<file path="src/sv/tpa_pkg.sv">
package tpa_pkg;

    // default profile size
    localparam int DEF_SLOTS = 8;

    // field widths
    localparam int SAMPLE_W = 56;
    localparam int WEIGHT_W = 8;
    localparam int DIST_W   = 3;
    localparam int SAMPLE_BYTES = 7;

    // register reset values
    localparam logic [2:0] RST_MATCH_THRESHOLD = 3'd2;
    localparam logic [7:0] RST_DISPLACE_LIMIT  = 8'd1;
    localparam logic [7:0] RST_DECAY_FACTOR    = 8'd243;

    localparam logic [WEIGHT_W-1:0] WEIGHT_MAX = 8'd255;
    localparam logic [WEIGHT_W-1:0] WEIGHT_NEW = 8'd1;

    // configuration register indexes
    localparam logic [1:0] CFG_MATCH_THRESHOLD = 2'd0;
    localparam logic [1:0] CFG_DISPLACE_LIMIT  = 2'd1;
    localparam logic [1:0] CFG_DECAY_FACTOR    = 2'd2;

    // operation codes
    localparam logic OP_ACCUMULATE = 1'b0;
    localparam logic OP_DECAY      = 1'b1;

    // result action codes
    localparam logic [1:0] ACT_MATCHED  = 2'd0;
    localparam logic [1:0] ACT_INSERTED = 2'd1;
    localparam logic [1:0] ACT_DROPPED  = 2'd2;
    localparam logic [1:0] ACT_DECAYED  = 2'd3;

    // sequencer states
    typedef enum logic [1:0] {
        ST_IDLE,
        ST_SCAN,
        ST_COMMIT
    } t_state;

    // sequencer strobes to the datapath
    typedef struct packed {
        logic load;    // input beat taken
        logic scan;    // one slot visited this cycle
        logic first;   // visit of slot zero
        logic commit;  // apply update and load result
    } t_ctrl;

endpackage

</file>
<file path="src/sv/topk_prototype_accumulator_unit.sv">
// an input beat is taken in idle, then each slot is visited in turn through a single
// distance compare and decay multiplier, then the update is committed; no new beat is
// taken until the commit is done, and commit waits while an earlier result is still
// unread
// reset (synchronous, active low) empties all slots and loads register defaults
module topk_prototype_accumulator_unit #(
    parameter int SLOTS = tpa_pkg::DEF_SLOTS
) (
    input  logic       i_clk,
    input  logic       i_rst_n,
    // configuration
    input  logic       i_cfg_we,
    input  logic [1:0] i_cfg_index,
    input  logic [7:0] i_cfg_data,
    // input channel
    input  logic       i_in_valid,
    output logic       o_in_ready,
    input  logic       i_operation,
    input  logic [7:0] i_channel_r,
    input  logic [7:0] i_channel_g,
    input  logic [7:0] i_channel_b,
    input  logic [7:0] i_channel_a,
    input  logic [6:0] i_tag_byte_low,
    input  logic [6:0] i_tag_byte_high,
    input  logic [4:0] i_direction_code,
    // result channel
    output logic       o_out_valid,
    input  logic       i_out_ready,
    output logic [1:0] o_action,
    output logic [2:0] o_slot_index,
    output logic [7:0] o_slot_weight
);
    import tpa_pkg::*;

    localparam int IDX_W = $clog2(SLOTS);

    t_ctrl             ctrl;
    logic [IDX_W-1:0]  idx;
    logic              out_free;

    logic [2:0]        r_match_threshold;
    logic [7:0]        r_displace_limit;
    logic [7:0]        r_decay_factor;

    logic              r_op;
    logic [SAMPLE_W-1:0] r_sample;
    logic [WEIGHT_W-1:0] r_weight [SLOTS];
    logic [SAMPLE_W-1:0] r_slot_sample [SLOTS];

    logic              have_match;
    logic [IDX_W-1:0]  match_idx;
    logic [WEIGHT_W-1:0] match_w;
    logic [IDX_W-1:0]  weak_idx;
    logic [WEIGHT_W-1:0] weak_w;
    logic [WEIGHT_W-1:0] decay_weight;

    logic [WEIGHT_W-1:0] match_new_w;
    logic              do_match;
    logic              do_insert;

    logic              r_out_valid;
    logic [1:0]        r_action, n_action;
    logic [IDX_W+2:0]  n_slot_ext;
    logic [7:0]        r_slot_weight, n_slot_weight;
    logic [2:0]        r_slot_index;

    assign out_free = !r_out_valid || i_out_ready;

    tpa_seq #(.SLOTS(SLOTS)) u_seq (
        .i_clk      (i_clk),
        .i_rst_n    (i_rst_n),
        .i_in_valid (i_in_valid),
        .i_out_free (out_free),
        .o_in_ready (o_in_ready),
        .o_idx      (idx),
        .o_ctrl     (ctrl)
    );

    tpa_scan_unit #(.SLOTS(SLOTS)) u_scan (
        .i_clk          (i_clk),
        .i_rst_n        (i_rst_n),
        .i_ctrl         (ctrl),
        .i_idx          (idx),
        .i_weight       (r_weight[idx]),
        .i_slot_sample  (r_slot_sample[idx]),
        .i_sample       (r_sample),
        .i_threshold    (r_match_threshold),
        .i_decay_factor (r_decay_factor),
        .o_have_match   (have_match),
        .o_match_idx    (match_idx),
        .o_match_w      (match_w),
        .o_weak_idx     (weak_idx),
        .o_weak_w       (weak_w),
        .o_decay_weight (decay_weight)
    );

    // configuration registers
    always_ff @(posedge i_clk) begin
        if (!i_rst_n) begin
            r_match_threshold <= RST_MATCH_THRESHOLD;
            r_displace_limit  <= RST_DISPLACE_LIMIT;
            r_decay_factor    <= RST_DECAY_FACTOR;
        end else if (i_cfg_we) begin
            case (i_cfg_index)
                CFG_MATCH_THRESHOLD: r_match_threshold <= i_cfg_data[2:0];
                CFG_DISPLACE_LIMIT:  r_displace_limit  <= i_cfg_data;
                CFG_DECAY_FACTOR:    r_decay_factor    <= i_cfg_data;
                default:             ;
            endcase
        end
    end

    // capture the input beat
    always_ff @(posedge i_clk) begin
        if (ctrl.load) begin
            r_op     <= i_operation;
            r_sample <= {3'b0, i_direction_code, 1'b0, i_tag_byte_high,
                         1'b0, i_tag_byte_low, i_channel_a, i_channel_b,
                         i_channel_g, i_channel_r};
        end
    end

    // update decision
    assign match_new_w = (match_w == WEIGHT_MAX) ? WEIGHT_MAX : match_w + 1'b1;
    assign do_match    = (r_op == OP_ACCUMULATE) && have_match;
    assign do_insert   = (r_op == OP_ACCUMULATE) && !have_match
                         && (weak_w <= r_displace_limit);

    // weight store
    always_ff @(posedge i_clk) begin
        if (!i_rst_n) begin
            for (int s = 0; s < SLOTS; s++) begin
                r_weight[s] <= '0;
            end
        end else if (ctrl.scan && r_op == OP_DECAY) begin
            r_weight[idx] <= decay_weight;
        end else if (ctrl.commit && do_match) begin
            r_weight[match_idx] <= match_new_w;
        end else if (ctrl.commit && do_insert) begin
            r_weight[weak_idx] <= WEIGHT_NEW;
        end
    end

    // sample store
    always_ff @(posedge i_clk) begin
        if (ctrl.commit && do_insert) begin
            r_slot_sample[weak_idx] <= r_sample;
        end
    end

    // result fields
    always_comb begin
        n_action      = ACT_DROPPED;
        n_slot_ext    = '0;
        n_slot_weight = '0;
        if (r_op == OP_DECAY) begin
            n_action = ACT_DECAYED;
        end else if (do_match) begin
            n_action      = ACT_MATCHED;
            n_slot_ext    = (IDX_W+3)'(match_idx);
            n_slot_weight = match_new_w;
        end else if (do_insert) begin
            n_action      = ACT_INSERTED;
            n_slot_ext    = (IDX_W+3)'(weak_idx);
            n_slot_weight = WEIGHT_NEW;
        end
    end

    // output register
    always_ff @(posedge i_clk) begin
        if (!i_rst_n) begin
            r_out_valid <= 1'b0;
        end else if (ctrl.commit) begin
            r_out_valid <= 1'b1;
        end else if (i_out_ready) begin
            r_out_valid <= 1'b0;
        end
    end

    always_ff @(posedge i_clk) begin
        if (ctrl.commit) begin
            r_action      <= n_action;
            r_slot_index  <= n_slot_ext[2:0];
            r_slot_weight <= n_slot_weight;
        end
    end

    assign o_out_valid   = r_out_valid;
    assign o_action      = r_action;
    assign o_slot_index  = r_slot_index;
    assign o_slot_weight = r_slot_weight;

    // commit only when the output register is free
    a_commit_free: assert property (@(posedge i_clk) disable iff (!i_rst_n)
        ctrl.commit |-> out_free)
        else $error("commit over a pending result");

    // a commit always presents a result
    a_commit_out: assert property (@(posedge i_clk) disable iff (!i_rst_n)
        ctrl.commit |=> r_out_valid)
        else $error("result lost after commit");

    // an inserted slot always carries weight one
    a_insert_w: assert property (@(posedge i_clk) disable iff (!i_rst_n)
        (r_out_valid && r_action == ACT_INSERTED) |-> r_slot_weight == WEIGHT_NEW)
        else $error("inserted slot weight wrong");

endmodule

</file>
<file path="src/sv/tpa_scan_unit.sv">
module tpa_scan_unit #(
    parameter int SLOTS = tpa_pkg::DEF_SLOTS
) (
    input  logic                          i_clk,
    input  logic                          i_rst_n,
    input  tpa_pkg::t_ctrl                i_ctrl,
    input  logic [$clog2(SLOTS)-1:0]      i_idx,
    input  logic [tpa_pkg::WEIGHT_W-1:0]  i_weight,
    input  logic [tpa_pkg::SAMPLE_W-1:0]  i_slot_sample,
    input  logic [tpa_pkg::SAMPLE_W-1:0]  i_sample,
    input  logic [2:0]                    i_threshold,
    input  logic [7:0]                    i_decay_factor,
    output logic                          o_have_match,
    output logic [$clog2(SLOTS)-1:0]      o_match_idx,
    output logic [tpa_pkg::WEIGHT_W-1:0]  o_match_w,
    output logic [$clog2(SLOTS)-1:0]      o_weak_idx,
    output logic [tpa_pkg::WEIGHT_W-1:0]  o_weak_w,
    output logic [tpa_pkg::WEIGHT_W-1:0]  o_decay_weight
);
    import tpa_pkg::*;

    localparam int IDX_W = $clog2(SLOTS);

    logic              r_have_match, n_have_match;
    logic [IDX_W-1:0]  r_match_idx, n_match_idx;
    logic [DIST_W-1:0] r_match_dist, n_match_dist;
    logic [WEIGHT_W-1:0] r_match_w, n_match_w;
    logic [IDX_W-1:0]  r_weak_idx, n_weak_idx;
    logic [WEIGHT_W-1:0] r_weak_w, n_weak_w;

    logic [DIST_W-1:0] byte_diff;
    logic [15:0]       product;
    logic              cur_have;
    logic [IDX_W-1:0]  cur_weak_idx;
    logic [WEIGHT_W-1:0] cur_weak_w;

    // count of differing byte positions
    always_comb begin
        byte_diff = '0;
        for (int k = 0; k < SAMPLE_BYTES; k++) begin
            byte_diff = byte_diff + DIST_W'(i_slot_sample[8*k +: 8] != i_sample[8*k +: 8]);
        end
    end

    // shared decay multiplier, result registered into the weight store
    assign product        = 16'(i_weight) * 16'(i_decay_factor);
    assign o_decay_weight = product[15:8];

    // running best match and weakest slot
    always_comb begin
        cur_have     = i_ctrl.first ? 1'b0 : r_have_match;
        cur_weak_idx = i_ctrl.first ? '0 : r_weak_idx;
        cur_weak_w   = i_ctrl.first ? i_weight : r_weak_w;
        n_have_match = cur_have;
        n_match_idx  = r_match_idx;
        n_match_dist = r_match_dist;
        n_match_w    = r_match_w;
        n_weak_idx   = cur_weak_idx;
        n_weak_w     = cur_weak_w;
        if (i_weight == '0) begin
            n_weak_idx = i_idx;
            n_weak_w   = '0;
        end else begin
            if ((byte_diff <= i_threshold) && (!cur_have || (byte_diff < r_match_dist))) begin
                n_have_match = 1'b1;
                n_match_idx  = i_idx;
                n_match_dist = byte_diff;
                n_match_w    = i_weight;
            end
            if (i_weight < cur_weak_w) begin
                n_weak_idx = i_idx;
                n_weak_w   = i_weight;
            end
        end
    end

    always_ff @(posedge i_clk) begin
        if (!i_rst_n) begin
            r_have_match <= 1'b0;
        end else if (i_ctrl.scan) begin
            r_have_match <= n_have_match;
        end
    end

    always_ff @(posedge i_clk) begin
        if (i_ctrl.scan) begin
            r_match_idx  <= n_match_idx;
            r_match_dist <= n_match_dist;
            r_match_w    <= n_match_w;
            r_weak_idx   <= n_weak_idx;
            r_weak_w     <= n_weak_w;
        end
    end

    assign o_have_match = r_have_match;
    assign o_match_idx  = r_match_idx;
    assign o_match_w    = r_match_w;
    assign o_weak_idx   = r_weak_idx;
    assign o_weak_w     = r_weak_w;

    // a match always lies within the threshold
    a_match_within: assert property (@(posedge i_clk) disable iff (!i_rst_n)
        r_have_match |-> (r_match_dist <= i_threshold || $past(i_ctrl.commit)
                          || !$past(i_ctrl.scan)))
        else $error("match distance above threshold");

    // a matched slot is never an empty one
    a_match_nonzero: assert property (@(posedge i_clk) disable iff (!i_rst_n)
        r_have_match |-> r_match_w != '0)
        else $error("match recorded on empty slot");

endmodule

</file>
<file path="src/sv/tpa_seq.sv">
module tpa_seq #(
    parameter int SLOTS = tpa_pkg::DEF_SLOTS
) (
    input  logic                     i_clk,
    input  logic                     i_rst_n,
    input  logic                     i_in_valid,
    input  logic                     i_out_free,
    output logic                     o_in_ready,
    output logic [$clog2(SLOTS)-1:0] o_idx,
    output tpa_pkg::t_ctrl           o_ctrl
);
    import tpa_pkg::*;

    localparam int IDX_W = $clog2(SLOTS);
    localparam logic [IDX_W-1:0] LAST_IDX = IDX_W'(SLOTS - 1);

    t_state           r_state, n_state;
    logic [IDX_W-1:0] r_idx, n_idx;
    logic             last;

    assign last = (r_idx == LAST_IDX);

    // next state
    always_comb begin
        n_state = r_state;
        case (r_state)
            ST_IDLE:   if (i_in_valid) n_state = ST_SCAN;
            ST_SCAN:   if (last) n_state = ST_COMMIT;
            ST_COMMIT: if (i_out_free) n_state = ST_IDLE;
            default:   n_state = ST_IDLE;
        endcase
    end

    // outputs
    always_comb begin
        o_in_ready    = 1'b0;
        o_ctrl        = '0;
        n_idx         = r_idx;
        case (r_state)
            ST_IDLE: begin
                o_in_ready  = 1'b1;
                o_ctrl.load = i_in_valid;
                n_idx       = '0;
            end
            ST_SCAN: begin
                o_ctrl.scan  = 1'b1;
                o_ctrl.first = (r_idx == '0);
                n_idx        = last ? '0 : r_idx + 1'b1;
            end
            ST_COMMIT: begin
                o_ctrl.commit = i_out_free;
                n_idx         = '0;
            end
            default: begin
                n_idx = '0;
            end
        endcase
    end

    always_ff @(posedge i_clk) begin
        if (!i_rst_n) begin
            r_state <= ST_IDLE;
            r_idx   <= '0;
        end else begin
            r_state <= n_state;
            r_idx   <= n_idx;
        end
    end

    assign o_idx = r_idx;

    // slot counter rests at zero outside the scan
    a_idx_rest: assert property (@(posedge i_clk) disable iff (!i_rst_n)
        r_state != ST_SCAN |-> r_idx == '0)
        else $error("slot counter not at rest");

    // a taken beat starts a scan
    a_load_scan: assert property (@(posedge i_clk) disable iff (!i_rst_n)
        o_ctrl.load |=> r_state == ST_SCAN)
        else $error("scan did not start");

    // the last slot hands over to commit
    a_scan_end: assert property (@(posedge i_clk) disable iff (!i_rst_n)
        (r_state == ST_SCAN && last) |=> r_state == ST_COMMIT)
        else $error("scan did not end");

endmodule
</file>
<file path="config.mk">
export PLATFORM = sky130hd
export DESIGN_NAME = topk_prototype_accumulator_unit
export DESIGN_NICKNAME = d
export VERILOG_FILES = /design/src/sv/tpa_pkg.sv /design/src/sv/topk_prototype_accumulator_unit.sv /design/src/sv/tpa_scan_unit.sv /design/src/sv/tpa_seq.sv
export SDC_FILE = /design/constraint.sdc
export NUM_CORES = 1
export LEC_CHECK = 0
export BUFFER_PORTS_ARGS = -buffer_cell sky130_fd_sc_hd__buf_2
export CAP_MARGIN = 20
export CORE_MARGIN = 1.5
export CORE_UTILIZATION = 25
export DETAILED_ROUTE_END_ITERATION = 7
export PLACE_DENSITY = 0.37
export SYNTH_ARGS = -nofsm -noshare
export SYNTH_HDL_FRONTEND = slang
export SYNTH_SLANG_ARGS = --single-unit
</file>
<file path="constraint.sdc">
create_clock -name i_clk -period 7.31 [get_ports i_clk]
set_input_delay 1.0965 -clock i_clk [delete_from_list [all_inputs] [get_ports i_clk]]
set_output_delay 1.0965 -clock i_clk [all_outputs]
set_load 0.05 [all_outputs]
</file>
==> flow_metrics.env, run 1 <==
export IMPL_reg2regPathDepth=18
export IMPL_yosys_top_cells_area="edfxtp_1 (65%), mux4_2 (10%), mux2i_1 (3.2%)"
export IMPL_cts_resized=0
export IMPL_cts_root_buffer_cell="clkbuf_16"
export IMPL_routed_wl_um=69530
export IMPL_worst_ep_required_time_ns=7.65
export IMPL_postLayoutSetupSlackWorst_ns=0.6616
export IMPL_whs_path_depth=2
export IMPL_cap_viol_max_count=0
export IMPL_syn_cell_area_um2=25970
export IMPL_part_of_the_cycle_the_worst_path_needs_pct=90.95
export IMPL_initial_core_util_pct=25.16
export IMPL_layout_cells_sized_above_1_pct=21.65
export IMPL_fmax_mhz=150.4
export IMPL_floorplan_core_area_um2=103200
export IMPL_cts_hold_buffers=0
export IMPL_critical_path_slowest_cell="o21ai_1"
export IMPL_clkTransAtPathRegs_ns=0.06
export IMPL_synth_seq_area_share_pct=66.99
export IMPL_critPathLaunchType="flip-flop"
export IMPL_switching_power_uw=2538
export IMPL_summed_negative_setup_slack_over_all_endpoints_ns=0
export IMPL_postRouteAntennaNets=0
export IMPL_tritoncts="yes"
export IMPL_slew_headroom_pct=27.81
export IMPL_yosys_warnings=0
export IMPL_critPathArrivalTime_ns=6.98
export IMPL_synth_cells=1514
export IMPL_synth_enable_flop_cells=562
export IMPL_io_pins=82
export IMPL_regToRegSetupSlack_ns=0.66
export IMPL_worstHoldStart="r_displace_limit[2]$_SDFFE_PN0P_"
export IMPL_synth_top_cell_by_area="edfxtp_1"
export IMPL_postSynth_asyncResetShare_pct=0
export IMPL_gr_usage_all_layers_pct=13.23
export IMPL_detailed_routing_iteration_count_for_the_pre_antenna_repair_pass=5
export IMPL_synthesis_nets=1679
export IMPL_pwr_density_cell_nw_per_um2=292.0
export IMPL_min_path_type="reg -> reg"
export IMPL_post_drt_via_cell_ratio=4.420
export IMPL_synth_largest_type_area_fraction_pct=64.98
export IMPL_grt_setup_unrepaired="false"
export IMPL_final_net_count=1815
export IMPL_final_max_slew_viol_count=0
export IMPL_timing_critical_path_cells="mux4_2 > mux2i_1 > clkinv_1 > and2_1 > fa_1 > fa_1 > fa_1 > inv_1 > fa_1 > inv_1 > ha_1 > a21o_1 > a2111oi_0 > o41ai_2 > a21oi_1 > nor3_1 > o21ai_1 > nor2_1"
export IMPL_layout_filler_cells=10240
export IMPL_gp_congestion=0.7802
export IMPL_worstSetupEndpointType="flip-flop"
export IMPL_setup_worst_path_class="reg -> reg"
export IMPL_synth_seq_cells=588
export IMPL_n_antenna_cell=0
export IMPL_post_place_ws_ns=0.3794
export IMPL_layout_cell_area_non_filler_um2=30500
export IMPL_timing_critical_path_fanout_max=19
export IMPL_numCtsBuffers=72
export IMPL_worst_ir_drop_vdd_mv=0.1891
export IMPL_worst_slew_pin_slew_ns=1.083
export IMPL_critical_path_top_cell_by_count="fa_1"
export IMPL_detail_route_drc_violations=0
export IMPL_combPwrFrac_pct=17.5
export IMPL_number_of_placement_rows=118
export IMPL_die_w_um=325.3
export IMPL_number_of_global_route_vias_before_repair=14850
export IMPL_grt_overflow_total=0
export IMPL_r2r_start="u_seq.o_idx[0]$_SDFF_PP0_"
export IMPL_numClockSinks=588
export IMPL_number_of_distinct_standard_cells_referenced_by_the_synthesized_netlist=73
export IMPL_synth_area_per_cell_um2=17.15
export IMPL_multi_input_comb_area_um2=8130
export IMPL_post_cts_buffers=0
export IMPL_leakage_uw=0.01022
export IMPL_design_die_area_um2=105800
export IMPL_whs_endpoint="r_displace_limit[2]$_SDFFE_PN0P_"
export IMPL_sequential_cell_area_um2=17410
export IMPL_timing_final_hold_violations=0
export IMPL_yosys_most_used_dff="edfxtp_1"
export IMPL_r2r_end="r_weight[1][2]$_SDFFCE_PN0P_"
export IMPL_wire_length_of_the_first_global_routing_pass_um=102700
export IMPL_place_hpwl_um=42790
export IMPL_detail_route_wl_per_cell_um=22.55
export IMPL_outcome="complete, no violations"
export IMPL_port_buffer_count=81
export IMPL_setup_violations_final=0
export IMPL_vias=13630
export IMPL_fraction_of_power_spent_switching_nets_pct=28.50
export IMPL_initial_drt_markers=866
export IMPL_post_synth_top_count_cell="edfxtp_1"
export IMPL_antenna_violations_before_repair=4
export IMPL_internal_power_uw=6367
export IMPL_finish_utilization_pct=29.56
export IMPL_clk_path_buf_depth=3
export IMPL_power_share_of_the_clock_group_pct=39.2
export IMPL_dieHeight_um=325.3
export IMPL_clock_insertion_delay_worst_skew_ns=0.63
export IMPL_seq_power_share_pct=43.2
export IMPL_ctsHtreeMaxLevel=3
export IMPL_layout_min_cycle_time_ns=6.648
export IMPL_cell_types_with_the_highest_counts_after_synthesis="edfxtp_1 (562), mux4_2 (120), nor2_1 (106), mux2i_1 (84), nand2_1 (73)"
export IMPL_placed_cell_area_um2=28220
export IMPL_area_growth_pct=17.45
export IMPL_slowest_delay_ns=0.73
export IMPL_grt_max_degree=81
export IMPL_finClkSkew_ns=0.02743
-- flip-flops by register name, summed over array words and instances, names as in the netlist, 2 cells and up --
name,cells
r_sample,51
r_weight,64
o_action,2
u_seq.r_state,2
u_scan.o_weak_w,8
r_displace_limit,8
r_match_threshold,3
r_slot_sample,408
o_slot_weight,8
u_scan.r_match_dist,3
o_slot_index,3
u_seq.o_idx,3
u_scan.o_match_idx,3
u_scan.o_weak_idx,3
r_decay_factor,8
u_scan.o_match_w,8
-- placed cells by master (no fill, tap or decap), types with 11 or more instances in the layout --
cell,n
nand3_1,17
a21oi_1,27
clkinv_1,14
xor2_1,14
and2_1,12
ha_1,60
dfxtp_1,23
nand2_1,73
a21o_1,14
edfxtp_1,562
mux2i_1,84
nand2b_1,17
nor2_1,100
fa_1,38
nor2b_1,40
buf_2,81
clkbuf_1,19
nor4_1,11
buf_4,31
clkbuf_16,73
nor3_1,15
xnor2_1,45
mux4_2,120
inv_1,70
-- worst max-delay path by stage --
stage | start | end | slack, ns | depth (start not counted)
CTS | u_seq.o_idx[0]$_SDFF_PP0_ | u_scan.o_match_idx[1]$_DFFE_PP_ | 0.36 | 18
global placement | u_seq.o_idx[0]$_SDFF_PP0_ | u_scan.o_match_w[4]$_DFFE_PP_ | 0.48 | 18
floorplan | u_scan.o_weak_w[7]$_SDFFCE_PP0N_ | r_slot_sample[2][0]$_DFFE_PP_ | 0.16 | 7
detailed placement | u_seq.o_idx[0]$_SDFF_PP0_ | u_scan.o_match_w[4]$_DFFE_PP_ | 0.38 | 18
global route | u_seq.o_idx[0]$_SDFF_PP0_ | u_scan.o_match_idx[2]$_DFFE_PP_ | 0.14 | 18
finish | u_seq.o_idx[0]$_SDFF_PP0_ | r_weight[1][2]$_SDFFCE_PN0P_ | 0.66 | 18
-- final cells by class --
cell class,count,area share [%]
Multi-Input combinational cell,802,26.66
Sequential cell,588,57.07
Clock inverter,36,1.272
Tap cell,1380,5.661
Inverter,72,0.8942
Timing Repair Buffer,114,2.223
Clock buffer,92,6.223
-- worst max-delay path, delay by kind of cell, from the launching register on --
kind / cells / cell delay (ns)
compound gates: 5 / 1.87
fa+ha+maj: 5 / 2.33
buf+inv: 3 / 0.23
flops: 1 / 0.61
mux: 2 / 0.92
simple gates: 3 / 0.35
-- logic make-up after synthesis --
family	Yosys count	synth area share (%)
simple gates	329	6.162
fa+ha+maj	98	5.820
mux	213	14.16
xor+xnor	59	1.990
compound gates	103	2.915
flops	588	66.99
buf+inv	124	1.961
-- power by group through the flow --
stage	combinational, µW	clock, µW	sequential, µW
3_3_place_gp	1590	0	3920
4_1_cts	1590	3610	3850
6_report	1560	3490	3850
5_1_grt	1720	3740	3860
2_1_floorplan	1050	0	3870
3_5_place_dp	1580	0	3920
-- layer usage --
metal	track usage, %	share of wire [%]	vias to the layer above
met4	3.586	2.1	0
met1	17.47	45	7134
li1	-	-	6124
met3	2.183	3.8	96
met2	22.41	49	278
met5	0	0	-
-- metrics by stage --
| stage | std cells | total power (µW) | hold slack, ns |
|---|---|---|---|
| after floorplan | 1514 | 4919 | 0.4514 |
| after global routing | 3084 | 9321 | 0.5321 |
| after global placement | 2956 | 5512 | 0.4864 |
| after detailed placement | 2956 | 5501 | 0.4936 |
| final | 3084 | 8905 | 0.5003 |
| after CTS | 3084 | 9055 | 0.5067 |
No activity file was read; power rests on OpenSTA's default activity.
==> run 2: changes to the inputs <==
--- a/config.mk
+++ b/config.mk
@@ -11,6 +11,7 @@
 export CORE_UTILIZATION = 25
 export DETAILED_ROUTE_END_ITERATION = 7
 export PLACE_DENSITY = 0.37
+export RECOVER_POWER = 25
 export SYNTH_ARGS = -nofsm -noshare
 export SYNTH_HDL_FRONTEND = slang
 export SYNTH_SLANG_ARGS = --single-unit
==> run 2 against run 1 <==
  * Cell area about the same
  * Cell count unchanged
  * Maximum frequency about the same
  * Core utilization about the same
  * Sequential power about the same
  * First-iteration DRC count unchanged
  * Setup slack improved by 0.0045 ns
  * Clock skew about the same
  * Total power about the same
  * Largest cell class unchanged
==> flow_metrics.env, run 2 (synthesis gave the netlist of run 1 again) <==
export IMPL_internal_power_uw=6366
export IMPL_io_pins=82
export IMPL_fraction_of_power_spent_switching_nets_pct=28.48
export IMPL_detail_route_drc_violations=0
export IMPL_design_die_area_um2=105800
export IMPL_numCtsBuffers=72
export IMPL_setup_violations_final=0
export IMPL_initial_core_util_pct=25.16
export IMPL_part_of_the_cycle_the_worst_path_needs_pct=90.89
export IMPL_path_delay_family="adder cells"
export IMPL_cp_buffers_inverters=3
export IMPL_worst_ir_drop_vdd_mv=0.1891
export IMPL_reg_top3="r_slot_sample (408), r_weight (64), r_sample (51)"
export IMPL_final_net_count=1815
export IMPL_area_growth_pct=17.41
export IMPL_tritoncts="yes"
export IMPL_cts_root_buffer_cell="clkbuf_16"
export IMPL_fmax_mhz=150.5
export IMPL_timing_final_hold_violations=0
export IMPL_finClkSkew_ns=0.02758
export IMPL_most_frequent_cells_in_the_layout="edfxtp_1 (562), mux4_2 (120), nor2_1 (100)"
export IMPL_critPathArrivalTime_ns=6.98
export IMPL_place_hpwl_um=42790
export IMPL_largest_register_ff_count=408
export IMPL_gp_congestion=0.7802
export IMPL_layout_filler_cells=10240
export IMPL_grt_setup_unrepaired="false"
export IMPL_outcome="complete, no violations"
export IMPL_slew_headroom_pct=27.04
export IMPL_critical_path_slowest_cell="o21ai_1"
export IMPL_slowest_delay_ns=0.73
export IMPL_detailed_routing_iteration_count_for_the_pre_antenna_repair_pass=5
export IMPL_critPathLaunchType="flip-flop"
export IMPL_antenna_violations_before_repair=4
export IMPL_seq_power_share_pct=43.3
export IMPL_floorplan_core_area_um2=103200
export IMPL_timing_critical_path_fanout_max=19
export IMPL_combPwrFrac_pct=17.5
export IMPL_leakage_uw=0.01019
export IMPL_cts_resized=0
export IMPL_detail_route_wl_per_cell_um=22.54
export IMPL_vias=13630
export IMPL_commonest_non_fill_non_tap_cell_in_the_layout="edfxtp_1"
export IMPL_die_w_um=325.3
export IMPL_setup_worst_path_class="reg -> reg"
export IMPL_critical_path_top_cell_by_count="fa_1"
export IMPL_layout_cells_sized_above_1_pct=21.13
export IMPL_wire_length_of_the_first_global_routing_pass_um=102700
export IMPL_clk_path_buf_depth=3
export IMPL_worst_slew_pin_slew_ns=1.087
export IMPL_summed_negative_setup_slack_over_all_endpoints_ns=0
export IMPL_clock_insertion_delay_worst_skew_ns=0.63
export IMPL_cts_hold_buffers=0
export IMPL_post_drt_via_cell_ratio=4.418
export IMPL_registers_top_by_ff_count="r_slot_sample"
export IMPL_n_antenna_cell=0
export IMPL_routed_wl_um=69530
export IMPL_post_cts_buffers=0
export IMPL_numClockSinks=588
export IMPL_gr_usage_all_layers_pct=13.23
export IMPL_pwr_density_cell_nw_per_um2=291.9
export IMPL_clkTransAtPathRegs_ns=0.06
export IMPL_number_of_placement_rows=118
export IMPL_cap_viol_max_count=0
export IMPL_timing_critical_path_cells="mux4_2 > mux2i_1 > clkinv_1 > and2_1 > fa_1 > fa_1 > fa_1 > inv_1 > fa_1 > inv_1 > ha_1 > a21o_1 > a2111oi_0 > o41ai_2 > a21oi_1 > nor3_1 > o21ai_1 > nor2_1"
export IMPL_final_max_slew_viol_count=0
export IMPL_worstSetupEndpointType="flip-flop"
export IMPL_dieHeight_um=325.3
export IMPL_finish_utilization_pct=29.54
export IMPL_worst_ep_required_time_ns=7.65
export IMPL_ctsHtreeMaxLevel=3
export IMPL_switching_power_uw=2535
export IMPL_power_share_of_the_clock_group_pct=39.2
export IMPL_min_path_type="reg -> reg"
export IMPL_grt_overflow_total=0
export IMPL_port_buffer_count=81
export IMPL_postRouteAntennaNets=0
export IMPL_number_of_global_route_vias_before_repair=14850
export IMPL_initial_drt_markers=866
export IMPL_grt_max_degree=81
export IMPL_layout_min_cycle_time_ns=6.644
run 2: cell count changes in the layout (fill, tap and decap cells not counted), sizes merged:
cell    before  now
buf        114  105
clkbuf      92  101
run 2: power groups by stage:
stage	Combinational (µW)	Clock, µW	Sequential (µW)
final	1560	3490	3850
after global routing	1720	3740	3860
after CTS	1590	3610	3850
after detailed placement	1580	0	3920
after global placement	1590	0	3920
after floorplan	1050	0	3870
run 2: cell type report:
type / instances / area (µm²) / area share [%]
Clock buffer: 92 / 1898 / 6.225
Timing Repair Buffer: 114 / 666.9 / 2.187
Inverter: 72 / 272.8 / 0.8946
Clock inverter: 36 / 387.9 / 1.272
Sequential cell: 588 / 17410 / 57.09
Multi-Input combinational cell: 802 / 8130 / 26.67
Tap cell: 1380 / 1727 / 5.663
run 2: path summary, 6_finish.rpt:
check	slack (ns)	cells past startpoint	end	from
worst max-delay path	0.67	18	r_weight[1][2]$_SDFFCE_PN0P_	u_seq.o_idx[0]$_SDFF_PP0_
worst min-delay path	0.50	2	r_displace_limit[2]$_SDFFE_PN0P_	r_displace_limit[2]$_SDFFE_PN0P_
worst max register to register	0.67	18	r_weight[1][2]$_SDFFCE_PN0P_	u_seq.o_idx[0]$_SDFF_PP0_
worst min register to register	0.50	2	r_displace_limit[2]$_SDFFE_PN0P_	r_displace_limit[2]$_SDFFE_PN0P_
run 2: per-stage QoR:
| stage | worst slack (ns) | instances | cell area (µm²) | total power [µW] | hold slack (ns) |
|---|---|---|---|---|---|
| 2_1_floorplan | 0.1612 | 1514 | 25970 | 4919 | 0.4514 |
| 3_3_place_gp | 0.4806 | 2956 | 28220 | 5512 | 0.4864 |
| 3_5_place_dp | 0.3794 | 2956 | 28220 | 5501 | 0.4936 |
| 4_1_cts | 0.3590 | 3084 | 30500 | 9055 | 0.5067 |
| 5_1_grt | 0.1374 | 3084 | 30490 | 9320 | 0.5321 |
| 6_report | 0.6661 | 3084 | 30490 | 8901 | 0.5003 |
run 2: layer usage:
layer | share of wire [%] | track usage (%) | vias up
met5 | 0 | 0 | -
met4 | 2.1 | 3.586 | 0
met3 | 3.8 | 2.183 | 94
met2 | 49 | 22.41 | 276
met1 | 45 | 17.47 | 7132
li1 | - | - | 6123
run 2: tightest hold or removal path: cells and delay by family, from the launching register on:
| kind | cells | cell delay (ns) |
|---|---|---|
| flops | 1 | 0.33 |
| mux | 1 | 0.07 |
| simple gates | 1 | 0.07 |
==> run 3: changes to the inputs <==
--- a/config.mk
+++ b/config.mk
@@ -5,6 +5,7 @@
 export SDC_FILE = /design/constraint.sdc
 export NUM_CORES = 1
 export LEC_CHECK = 0
+export ABC_AREA = 1
 export BUFFER_PORTS_ARGS = -buffer_cell sky130_fd_sc_hd__buf_2
 export CAP_MARGIN = 20
 export CORE_MARGIN = 1.5
==> run 3 against run 2 <==
  * First-iteration DRC count is 46% higher
  * Sequential share of layout area is 0.19 points higher
  * Hold slack worse by 0.028 ns
  * Die area is 0.86% higher
  * Count of clock-buffer cells in the layout is 6 lower
  * Critical path type unchanged
  * Critical endpoint is now u_scan.o_match_idx[1]$_DFFE_PP_
  * Highest routed layer unchanged
==> flow_metrics.env, run 3 <==
export IMPL_cts_resized=0
export IMPL_synthesis_nets=2337
export IMPL_seq_power_share_pct=39.3
export IMPL_worst_slew_pin_slew_ns=1.050
export IMPL_grt_overflow_total=0
export IMPL_setup_worst_path_class="reg -> reg"
export IMPL_area_growth_pct=15.99
export IMPL_power_share_of_the_clock_group_pct=34.2
export IMPL_yosys_top_cells_area="edfxtp_1 (64%), nor2_1 (5.2%), o21ai_0 (4.8%)"
export IMPL_clock_insertion_delay_worst_skew_ns=0.63
export IMPL_min_path_type="reg -> reg"
export IMPL_dieHeight_um=326.7
export IMPL_finish_utilization_pct=29.31
export IMPL_synth_seq_area_share_pct=66.41
export IMPL_postRouteAntennaNets=0
export IMPL_floorplan_core_area_um2=103600
export IMPL_synth_area_per_cell_um2=12.06
export IMPL_initial_core_util_pct=25.27
export IMPL_post_drt_via_cell_ratio=4.572
export IMPL_synth_top_cell_by_area="edfxtp_1"
export IMPL_timing_final_hold_violations=0
export IMPL_n_antenna_cell=0
export IMPL_fmax_mhz=154.5
export IMPL_summed_negative_setup_slack_over_all_endpoints_ns=0
export IMPL_part_of_the_cycle_the_worst_path_needs_pct=88.55
export IMPL_switching_power_uw=3397
export IMPL_postSynth_asyncResetShare_pct=0
export IMPL_cell_types_with_the_highest_counts_after_synthesis="edfxtp_1 (562), nor2_1 (365), o21ai_0 (253), nand2_1 (225), inv_1 (149)"
export IMPL_fraction_of_power_spent_switching_nets_pct=34.50
export IMPL_detail_route_wl_per_cell_um=20.39
export IMPL_ctsHtreeMaxLevel=3
export IMPL_cts_root_buffer_cell="clkbuf_16"
export IMPL_synth_largest_type_area_fraction_pct=64.42
export IMPL_most_frequent_cells_in_the_layout="edfxtp_1 (562), nor2_1 (357), o21ai_0 (253)"
export IMPL_design_die_area_um2=106700
export IMPL_reg_top3="r_slot_sample (408), r_weight (64), r_sample (51)"
export IMPL_routed_wl_um=75300
export IMPL_yosys_warnings=0
export IMPL_worst_ir_drop_vdd_mv=0.2627
export IMPL_largest_register_ff_count=408
export IMPL_number_of_distinct_standard_cells_referenced_by_the_synthesized_netlist=51
export IMPL_post_synth_top_count_cell="edfxtp_1"
export IMPL_critPathArrivalTime_ns=6.78
export IMPL_multi_input_comb_area_um2=7725
export IMPL_grt_setup_unrepaired="false"
export IMPL_numClockSinks=588
export IMPL_timing_critical_path_fanout_max=98
export IMPL_layout_filler_cells=10620
export IMPL_synth_cells=2172
export IMPL_gp_congestion=0.8194
export IMPL_clk_path_buf_depth=3
export IMPL_final_net_count=2427
export IMPL_number_of_global_route_vias_before_repair=17360
export IMPL_worstSetupEndpointType="flip-flop"
export IMPL_tritoncts="yes"
export IMPL_cap_viol_max_count=0
export IMPL_initial_drt_markers=1265
export IMPL_internal_power_uw=6449
export IMPL_worst_ep_required_time_ns=7.62
export IMPL_final_max_slew_viol_count=0
export IMPL_place_hpwl_um=45010
export IMPL_vias=16890
export IMPL_post_cts_buffers=0
export IMPL_critPathLaunchType="flip-flop"
export IMPL_commonest_non_fill_non_tap_cell_in_the_layout="edfxtp_1"
export IMPL_syn_cell_area_um2=26200
export IMPL_slew_headroom_pct=30.00
export IMPL_combPwrFrac_pct=26.5
export IMPL_gr_usage_all_layers_pct=14.09
export IMPL_wire_length_of_the_first_global_routing_pass_um=113200
export IMPL_layout_min_cycle_time_ns=6.473
export IMPL_synth_enable_flop_cells=562
export IMPL_number_of_placement_rows=118
export IMPL_cts_hold_buffers=0
export IMPL_yosys_most_used_dff="edfxtp_1"
export IMPL_outcome="complete, no violations"
export IMPL_registers_top_by_ff_count="r_slot_sample"
export IMPL_layout_cells_sized_above_1_pct=11.19
export IMPL_clkTransAtPathRegs_ns=0.06
export IMPL_sequential_cell_area_um2=17410
export IMPL_numCtsBuffers=72
export IMPL_detail_route_drc_violations=0
export IMPL_leakage_uw=0.01084
export IMPL_synth_seq_cells=588
export IMPL_io_pins=82
export IMPL_grt_max_degree=126
export IMPL_antenna_violations_before_repair=2
export IMPL_die_w_um=326.7
export IMPL_setup_violations_final=0
export IMPL_pwr_density_cell_nw_per_um2=324.1
export IMPL_port_buffer_count=81
export IMPL_detailed_routing_iteration_count_for_the_pre_antenna_repair_pass=5
export IMPL_finClkSkew_ns=0.03589
-- run 3: cell count changes in the layout (fill, tap and decap cells not counted), sizes merged, moves of 79 or more --
cell,before,now
mux2i,85,0
o21ai,14,275
nor2,107,368
mux4,120,0
inv,75,154
nand2,74,247
-- run 3: stage by stage --
stage	setup slack [ns]	std cells	area [µm²]	power [µW]	hold WS, ns
detailed placement	0.7906	3568	28190	6571	0.4782
global route	0.3407	3694	30380	10390	0.5228
finish	0.8371	3694	30380	9846	0.4722
CTS	0.7717	3694	30400	10000	0.4860
global placement	0.8256	3567	28170	6563	0.4765
floorplan	1.731	2172	26200	5591	0.4354
-- run 3: final cells by class --
| type | instances | area share, % |
|---|---|---|
| Multi-Input combinational cell | 1332 | 25.43 |
| Clock inverter | 40 | 1.075 |
| Sequential cell | 588 | 57.29 |
| Tap cell | 1380 | 5.683 |
| Clock buffer | 86 | 6.206 |
| Timing Repair Buffer | 115 | 2.409 |
| Inverter | 153 | 1.915 |
-- run 3: path summary, 6_finish.rpt --
path | endpoint | cells past startpoint | slack (ns) | start
worst min-delay path | r_displace_limit[7]$_SDFFE_PN0P_ | 2 | 0.47 | r_displace_limit[7]$_SDFFE_PN0P_
worst max register to register | u_scan.o_match_idx[1]$_DFFE_PP_ | 22 | 0.84 | u_seq.o_idx[0]$_SDFF_PP0_
worst min register to register | r_displace_limit[7]$_SDFFE_PN0P_ | 2 | 0.47 | r_displace_limit[7]$_SDFFE_PN0P_
worst max-delay path | u_scan.o_match_idx[1]$_DFFE_PP_ | 22 | 0.84 | u_seq.o_idx[0]$_SDFF_PP0_
-- run 3: cell families after synthesis --
group	share of synthesized area, %
adder cells (fa/ha/maj)	5.770
AND/OR/NAND/NOR	11.08
AO/OA/AOI/OAI	10.61
XOR/XNOR	1.805
buffers and inverters	4.327
flip-flops	66.41
-- run 3: critical path: stages (launching register included) --
cell and delay, ns:
dfxtp_4 0.37, inv_6 0.54, buf_12 0.32, buf_4 0.36
nand2_1 0.09, a221oi_1 0.28, or2_2 0.17, xnor2_1 0.11
nand3_1 0.24, nor3_1 0.32, fa_1 0.46, inv_1 0.08
fa_1 0.41, ha_1 0.21, fa_1 0.43, xor2_1 0.26
ha_1 0.32, a21oi_1 0.13, o21ai_0 0.10, a21oi_1 0.14
nand2_1 0.09, nor2_1 0.33, buf_4 0.28
-- run 3: power by group through the flow --
stage	logic [µW]	clock network (µW)	registers [µW]
6_report	2610	3370	3870
3_3_place_gp	2620	0	3940
5_1_grt	2920	3590	3880
4_1_cts	2650	3480	3870
3_5_place_dp	2630	0	3940
2_1_floorplan	1690	0	3900
-- run 3: routing by layer --
| layer | vias to the layer above | GRT usage [%] | part of all wire [%] |
|---|---|---|---|
| li1 | 7927 | - | - |
| met5 | - | 0 | 0 |
| met3 | 100 | 2.168 | 3.7 |
| met1 | 8512 | 19.01 | 46 |
| met2 | 351 | 23.32 | 47 |
| met4 | 0 | 4.147 | 2.6 |
